[src/rtl/core/assert_macros.svh]
// assertion macros shared by the rtl files
`ifndef ASSERT_MACROS_SVH
`define ASSERT_MACROS_SVH

`ifndef NO_ASSERTIONS
// same-cycle implication, checked outside reset
`define ASSERT_IMPLIES(label, clk, rst, ante, cons) \
  label: assert property (@(posedge clk) disable iff (rst) (ante) |-> (cons)) \
    else $error("same-cycle implication failed");
// next-cycle implication, checked outside reset
`define ASSERT_NEXT(label, clk, rst, ante, cons) \
  label: assert property (@(posedge clk) disable iff (rst) (ante) |=> (cons)) \
    else $error("next-cycle implication failed");
`else
`define ASSERT_IMPLIES(label, clk, rst, ante, cons)
`define ASSERT_NEXT(label, clk, rst, ante, cons)
`endif

`endif

[src/rtl/core/dvw_pkg.sv]
// constants and helper functions for the date check and weekday pipeline
package dvw_pkg;

  localparam int unsigned YEAR_W  = 14;
  localparam int unsigned MONTH_W = 4;
  localparam int unsigned DAY_W   = 5;
  localparam int unsigned CENT_W  = 8;   // year / 100 for any 14-bit year
  localparam int unsigned REM_W   = 7;   // year % 100
  localparam int unsigned SUM_W   = 11;  // widest zeller sum

  // divide by 100 as multiply by ceil(2^19 / 100), exact below 43699
  localparam int unsigned DIV100_SHIFT = 19;
  localparam int unsigned DIV100_MUL   = 5243;
  localparam int unsigned DIV100_MUL_W = 13;
  localparam int unsigned PROD_W       = YEAR_W + DIV100_MUL_W;

  localparam logic [YEAR_W-1:0] HUNDRED = YEAR_W'(100);

  localparam logic [4:0] MAX_HOUR = 5'd23;
  localparam logic [5:0] MAX_MIN  = 6'd59;
  localparam logic [5:0] MAX_SEC  = 6'd59;

  localparam logic [MONTH_W-1:0] MONTH_JAN = MONTH_W'(1);
  localparam logic [MONTH_W-1:0] MONTH_FEB = MONTH_W'(2);
  localparam logic [MONTH_W-1:0] MONTH_MAR = MONTH_W'(3);
  localparam logic [MONTH_W-1:0] MONTH_DEC = MONTH_W'(12);
  localparam logic [MONTH_W-1:0] YEAR_SHIFT_MONTHS = MONTH_W'(12);

  // days in a month, february stretched in a leap year
  function automatic logic [DAY_W-1:0] month_length(input logic [MONTH_W-1:0] m,
                                                     input logic leap);
    logic [DAY_W-1:0] len;
    unique case (m)
      4'd2:                     len = leap ? 5'd29 : 5'd28;
      4'd4, 4'd6, 4'd9, 4'd11:  len = 5'd30;
      default:                  len = 5'd31;
    endcase
    return len;
  endfunction

  // floor(13 * (m + 1) / 5) for the shifted month 3..14
  function automatic logic [5:0] month_term(input logic [MONTH_W-1:0] m);
    logic [5:0] t;
    unique case (m)
      4'd3:    t = 6'd10;
      4'd4:    t = 6'd13;
      4'd5:    t = 6'd15;
      4'd6:    t = 6'd18;
      4'd7:    t = 6'd20;
      4'd8:    t = 6'd23;
      4'd9:    t = 6'd26;
      4'd10:   t = 6'd28;
      4'd11:   t = 6'd31;
      4'd12:   t = 6'd33;
      4'd13:   t = 6'd36;
      4'd14:   t = 6'd39;
      default: t = 6'd0;
    endcase
    return t;
  endfunction

  // remainder by 7 using 8 = 1 (mod 7) folding
  function automatic logic [2:0] mod7(input logic [SUM_W-1:0] s);
    logic [4:0] f1;
    logic [3:0] f2;
    logic [2:0] r;
    f1 = 5'(s[2:0]) + 5'(s[5:3]) + 5'(s[8:6]) + 5'(s[10:9]);
    f2 = 4'(f1[2:0]) + 4'(f1[4:3]);
    r  = (f2 >= 4'd7) ? 3'(f2 - 4'd7) : f2[2:0];
    return r;
  endfunction

endpackage

[src/rtl/core/date_validate_and_weekday.sv]
// date and time validity check with zeller weekday, four-stage pipeline
//
// Checks one timestamp (hour, minute, second, day, month, year) for a valid
// Gregorian date and time and gives its weekday, 0 = Sunday; the weekday is 0
// when the timestamp is invalid. Valid/ready on both sides; one transfer per
// cycle in and out at full rate while the output is not stalled. An input
// transfer reaches out_valid through the four pipeline registers: divide by
// 100 (reciprocal multiply), leap and month-length check, zeller sum, mod 7
// into the output register. A stall on the output backs up stage by stage
// without losing or repeating any transfer.
`include "assert_macros.svh"

module date_validate_and_weekday
  import dvw_pkg::*;
(
  input  logic               clk,
  input  logic               rst,
  input  logic               in_valid,
  output logic               in_ready,
  input  logic [4:0]         hour_in,
  input  logic [5:0]         minute_in,
  input  logic [5:0]         second_in,
  input  logic [DAY_W-1:0]   day_of_month,
  input  logic [MONTH_W-1:0] month_in,
  input  logic [YEAR_W-1:0]  year_in,
  output logic               out_valid,
  input  logic               out_ready,
  output logic               date_ok,
  output logic [2:0]         weekday
);

  // stage valid bits and load enables
  logic v1, v2, v3, v4;
  logic adv1, adv2, adv3, adv4;

  assign adv4 = !v4 || out_ready;
  assign adv3 = !v3 || adv4;
  assign adv2 = !v2 || adv3;
  assign adv1 = !v1 || adv2;
  assign in_ready  = adv1;
  assign out_valid = v4;

  // stage 1 combinational: range checks, year shift, divide by 100
  logic                early;
  logic                ok_in;
  logic [YEAR_W-1:0]   ys_in;
  logic [MONTH_W-1:0]  mm_in;
  logic [PROD_W-1:0]   prod_y, prod_ys;

  always_comb begin
    early = (month_in < MONTH_MAR);
    ok_in = (second_in <= MAX_SEC) && (minute_in <= MAX_MIN) && (hour_in <= MAX_HOUR)
            && (month_in >= MONTH_JAN) && (month_in <= MONTH_DEC)
            && (year_in != '0);
    ys_in   = early ? (year_in - YEAR_W'(1)) : year_in;
    mm_in   = early ? (month_in + YEAR_SHIFT_MONTHS) : month_in;
    prod_y  = PROD_W'(year_in) * PROD_W'(DIV100_MUL);
    prod_ys = PROD_W'(ys_in) * PROD_W'(DIV100_MUL);
  end

  // stage 1 registers
  logic                s1_ok;
  logic [DAY_W-1:0]    s1_day;
  logic [MONTH_W-1:0]  s1_month, s1_mm;
  logic [YEAR_W-1:0]   s1_year, s1_ys;
  logic [CENT_W-1:0]   s1_qy, s1_j;

  always_ff @(posedge clk) begin
    if (rst) begin
      v1 <= 1'b0;
    end else if (adv1) begin
      v1 <= in_valid;
    end
    if (adv1 && in_valid) begin
      s1_ok    <= ok_in;
      s1_day   <= day_of_month;
      s1_month <= month_in;
      s1_mm    <= mm_in;
      s1_year  <= year_in;
      s1_ys    <= ys_in;
      s1_qy    <= prod_y[DIV100_SHIFT +: CENT_W];
      s1_j     <= prod_ys[DIV100_SHIFT +: CENT_W];
    end
  end

  // stage 2 combinational: remainders, leap rule, month length
  logic [YEAR_W-1:0]  rem_y_w, k_w;
  logic [REM_W-1:0]   rem_y, k_c;
  logic               leap;
  logic [DAY_W-1:0]   mlen;
  logic               ok_day;

  always_comb begin
    rem_y_w = s1_year - YEAR_W'(s1_qy) * HUNDRED;
    k_w     = s1_ys - YEAR_W'(s1_j) * HUNDRED;
    rem_y   = rem_y_w[REM_W-1:0];
    k_c     = k_w[REM_W-1:0];
    leap    = ((s1_year[1:0] == 2'b00) && (rem_y != '0))
              || ((rem_y == '0) && (s1_qy[1:0] == 2'b00));
    mlen    = month_length(s1_month, leap && (s1_month == MONTH_FEB));
    ok_day  = s1_ok && (s1_day != '0) && (s1_day <= mlen);
  end

  // stage 2 registers
  logic               s2_ok;
  logic [DAY_W-1:0]   s2_day;
  logic [MONTH_W-1:0] s2_mm;
  logic [REM_W-1:0]   s2_k;
  logic [CENT_W-1:0]  s2_j;

  always_ff @(posedge clk) begin
    if (rst) begin
      v2 <= 1'b0;
    end else if (adv2) begin
      v2 <= v1;
    end
    if (adv2 && v1) begin
      s2_ok  <= ok_day;
      s2_day <= s1_day;
      s2_mm  <= s1_mm;
      s2_k   <= k_c;
      s2_j   <= s1_j;
    end
  end

  // stage 3: zeller sum d + 13(m+1)/5 + k + k/4 + j/4 + 5j
  logic [SUM_W-1:0] zsum;

  always_comb begin
    zsum = SUM_W'(s2_day) + SUM_W'(month_term(s2_mm)) + SUM_W'(s2_k)
           + SUM_W'(s2_k >> 2) + SUM_W'(s2_j >> 2)
           + SUM_W'({s2_j, 2'b00}) + SUM_W'(s2_j);
  end

  logic             s3_ok;
  logic [SUM_W-1:0] s3_sum;

  always_ff @(posedge clk) begin
    if (rst) begin
      v3 <= 1'b0;
    end else if (adv3) begin
      v3 <= v2;
    end
    if (adv3 && v2) begin
      s3_ok  <= s2_ok;
      s3_sum <= zsum;
    end
  end

  // stage 4: mod 7, rotate so sunday is 0, mask when invalid
  logic [2:0] h7, wd_next;

  always_comb begin
    h7      = mod7(s3_sum);
    wd_next = !s3_ok ? 3'd0 : ((h7 == 3'd0) ? 3'd6 : (h7 - 3'd1));
  end

  always_ff @(posedge clk) begin
    if (rst) begin
      v4 <= 1'b0;
    end else if (adv4) begin
      v4 <= v3;
    end
    if (adv4 && v3) begin
      date_ok <= s3_ok;
      weekday <= wd_next;
    end
  end

  // checks
  `ASSERT_IMPLIES(a_invalid_day_zero, clk, rst, out_valid && !date_ok, weekday == 3'd0)
  `ASSERT_IMPLIES(a_weekday_range, clk, rst, out_valid, weekday != 3'd7)
  `ASSERT_NEXT(a_accept_fills_s1, clk, rst, in_valid && in_ready, v1)
  `ASSERT_NEXT(a_s1_held_on_stall, clk, rst, v1 && !adv2, v1 && $stable(s1_year))

endmodule

[config.mk]
export PLATFORM = sky130hd
export DESIGN_NAME = date_validate_and_weekday
export DESIGN_NICKNAME = d
export VERILOG_FILES = /design/src/rtl/core/dvw_pkg.sv /design/src/rtl/core/date_validate_and_weekday.sv
export VERILOG_INCLUDE_DIRS = /design/src /design/src/rtl/core
export SDC_FILE = /design/constraint.sdc
export NUM_CORES = 1
export LEC_CHECK = 0
export BUFFER_PORTS_ARGS = -buffer_cell sky130_fd_sc_hd__buf_2
export CAP_MARGIN = 20
export CORE_MARGIN = 1
export CORE_UTILIZATION = 55
export DETAILED_ROUTE_END_ITERATION = 10
export PLACE_DENSITY_LB_ADDON = 0.2
export SLEW_MARGIN = 20
export SYNTH_ARGS = -nofsm -noshare
export SYNTH_HDL_FRONTEND = slang
export SYNTH_SLANG_ARGS = --single-unit
[constraint.sdc]
create_clock -name clk -period 8.5 [get_ports clk]
set_input_delay 2.125 -clock clk [delete_from_list [all_inputs] [get_ports clk]]
set_output_delay 2.125 -clock clk [all_outputs]
set_load 0.02 [all_outputs]
==> metrics.md <==
| Metric | Value |
|---|---|
| Placement Rows | `54` |
| Sequential fraction of the synthesis area | `21.4%` |
| Area of the core | `21800 um^2` |
| Post-synth net total | `1554` |
| Worst-Skew Late Latency | `0.34 ns` |
| Final critical-path share of the clock period | `92.9%` |
| Drt pass-1 iters | `4` |
| Unrepaired setup endpoints after global routing | `no` |
| Status | `finished clean` |
| Critical Path End Type | `register` |
| First-pass GRT wire length | `37600 um` |
| Antenna diode count | `0` |
| Drc violations | `0` |
| Ports | `50` |
| Multi-input logic area | `8430 um^2` |
| Met2 usage | `36.6%` |
| Worst Tran Pin Value | `0.953 ns` |
| Cell with the most instances after synthesis | `inv_1` |
| Register area | `2600 um^2` |
| Main synth FF type | `edfxtp_1` |
| Required @ worst endpoint | `8.60 ns` |
| Initial antenna violation count | `0` |
| Seq cells post-synth | `90` |
| Critical-path top delay cell | `fa_1` |
| Max Root-Sink Buffers | `2` |
| Async SR Flop Fraction | `0%` |
| Initial core utilization | `55.8%` |
| CTS hold repair buffers | `0` |
| Area share of the largest cell type after synthesis | `25.9%` |
| Routed length per instance | `15.7 um` |
| # setup viols final | `0` |
| CTS tree | `built` |
| CP Data Arrival Time | `7.99 ns` |
| Resize count post-CTS | `0` |
| Die width | `151 um` |
| Cell count after synthesis | `1102` |
| Htree depth | `3` |
| CP most frequent cell | `fa_1` |
| Top post-synthesis cells by area | `fa_1 26%, ha_1 26%, edfxtp_1 20%, inv_1 9.1%, xnor2_1 3.3%` |
| Max Freq | `0.127 GHz` |
| Vias in the first global route | `7727` |
| RePlAce Congestion | `0.838` |
| Mapped Area | `12100 um^2` |
| Cell taking the most area after synthesis | `fa_1` |
| PortBufs | `42` |
| Fin Clk Skew | `0.00874 ns` |
| Worst-path clk slew | `0.07 ns` |
| Largest net degree at the start of global routing | `40` |
| Slowest cell delay on critical path | `0.54 ns` |
| Synth cell count leaders | `295 x inv_1, 251 x ha_1, 157 x fa_1` |
| Met1 Usage GRT | `30.5%` |
| Die H | `151 um` |
| Minimum clock period | `7.90 ns` |
| Yosys cell types | `61` |
| WS Path Type | `in -> reg` |
| CTS Buf Count | `9` |
| Syn avg cell area | `11.0 um^2` |
| Top Usage Layer GRT | `met2` |
| Vias per inst | `5.15` |
| Fin Setup TNS | `0 ns` |
| Layout cells sized above 1 | `8.23%` |
| Post-route ant nets | `0` |
| Remaining global-route overflow | `0` |
| Worst-path maximum fanout | `6` |
| Dpl hpwl | `19800 um` |
| # Post-CTS Setup Buffers | `0` |
| GR Util met3 | `2.52%` |
| Max-cap violations | `0` |
| WL final | `23000 um` |
| Hold Vio Cnt, Final | `0` |
| Die area | `22700 um^2` |
| CTS Root Cell | `clkbuf_16` |
| Fill cell count | `1819` |
| Max-slew violations | `0` |
| CTS Sinks | `90` |
| Tot GR Track Use | `21.7%` |
| Type of the most critical hold path | `reg -> reg` |
| Nets | `1626` |
| Worst Setup Start Kind | `primary input` |
| Syn-to-layout area delta | `8.71%` |
| Max-slew headroom | `36.4%` |
| Initial DRC Count | `226` |
| Ys Warns | `0` |
| Number of synthesized flops with an enable pin | `80` |
| Worst path cell trace | `buf_2 > inv_1 > ha_1 > a21boi_1 > nand2_1 > a21boi_1 > o211a_1 > and3_1 > xnor2_1 > fa_1 > ha_1 > fa_1 > inv_1 > fa_1 > fa_1 > inv_1 > ha_1 > a21oi_1 > o21ai_0 > a2111oi_1 > a311oi_2 > a31oi_1 > xnor2_1` |
| Vias | `7509` |
[worst max-delay path, delay by kind of cell]
kind            cells  cell delay [ns]
buf+inv             4             0.41
compound gates      8             1.91
fa+ha+maj           7             2.84
simple gates        2             0.31
xor+xnor            2             0.40
[cells by family after synthesis]
family / after synthesis / share of synthesized area (%)
compound gates: 123 / 6.86
simple gates: 113 / 4.92
fa+ha+maj: 408 / 51.7
xor+xnor: 58 / 4.73
mux: 12 / 1.10
flops: 90 / 21.4
buf+inv: 298 / 9.22
[final cells by class]
type	instances	area share, %
Clock buffer	10	1.73
Clock inverter	6	0.862
Inverter	297	8.44
Multi-Input combinational cell	714	63.9
Sequential cell	90	19.7
Tap cell	280	2.65
Timing Repair Buffer	62	2.73
[metrics by stage]
step | instances | utilization, % | hold WS [ns] | setup slack [ns] | area, um^2
final | 1459 | 60.7 | 0.427 | 0.601 | 13200
after global routing | 1459 | 60.7 | 0.436 | 0.139 | 13200
after detailed placement | 1443 | 59.1 | 0.405 | 0.227 | 12900
after CTS | 1459 | 60.7 | 0.431 | 0.561 | 13200
after global placement | 1443 | 59.1 | 0.404 | 0.280 | 12900
after floorplan | 1102 | - | 0.400 | 0.710 | 12100
[layout by cell type, fill, tap and decap left out, drive strengths merged, types with 2 or more instances in the layout]
cell and instances:
nand2 27, clkinvlp 2, nand3 14, or4 2, a31oi 3, o22ai 2, a211oi 8, ha 251
nor3 6, o211ai 4, fa 157, o21ai 20, a21o 21, xor2 7, and4 3, o21a 6
a21boi 5, inv 298, xnor2 50, bufinv 3, edfxtp 80, and3 7, clkbuf 10, nand4 8
a21oi 33, nand2b 5, buf 62, mux2i 11, a221oi 3, dfxtp 10, and2 3, nor2 23
o2111ai 4, nor2b 9, o21bai 4
[path summary, 6_finish.rpt]
path | start | endpoint | slack (ns) | cells after the start
worst max register to register | s3_sum[1]$_DFFE_PP_ | weekday[2]$_SDFFCE_PN0P_ | 3.88 | 16
worst min register to register | s1_ys[1]$_DFFE_PP_ | s2_k[1]$_DFFE_PP_ | 0.43 | 0
worst max-delay path | year_in[1] | s1_j[7]$_DFFE_PP_ | 0.60 | 23
worst min-delay path | s1_ys[1]$_DFFE_PP_ | s2_k[1]$_DFFE_PP_ | 0.43 | 0
[state kept, by name, summed over array words and instances, names as in the netlist, named ones only]
| register | flops |
|---|---|
| date_ok | 1 |
| s1_month | 4 |
| s2_j | 8 |
| s1_j | 8 |
| s1_qy | 5 |
| s2_ok | 1 |
| s1_mm | 2 |
| v1 | 1 |
| s1_year | 7 |
| s1_day | 5 |
| v3 | 1 |
| s2_k | 7 |
| s2_day | 5 |
| s2_mm | 4 |
| s1_ok | 1 |
| s3_sum | 11 |
| out_valid | 1 |
| weekday | 3 |
| s3_ok | 1 |
| s1_ys | 7 |
| v2 | 1 |
[layer usage]
metal	vias up	wire (um)
li1	3727	-
met1	3698	11000
met2	74	11100
met3	10	738
met4	0	140
met5	-	0
Power is not shown: default switching activity piles up to over one toggle a cycle in this logic, so the estimate is an artifact.
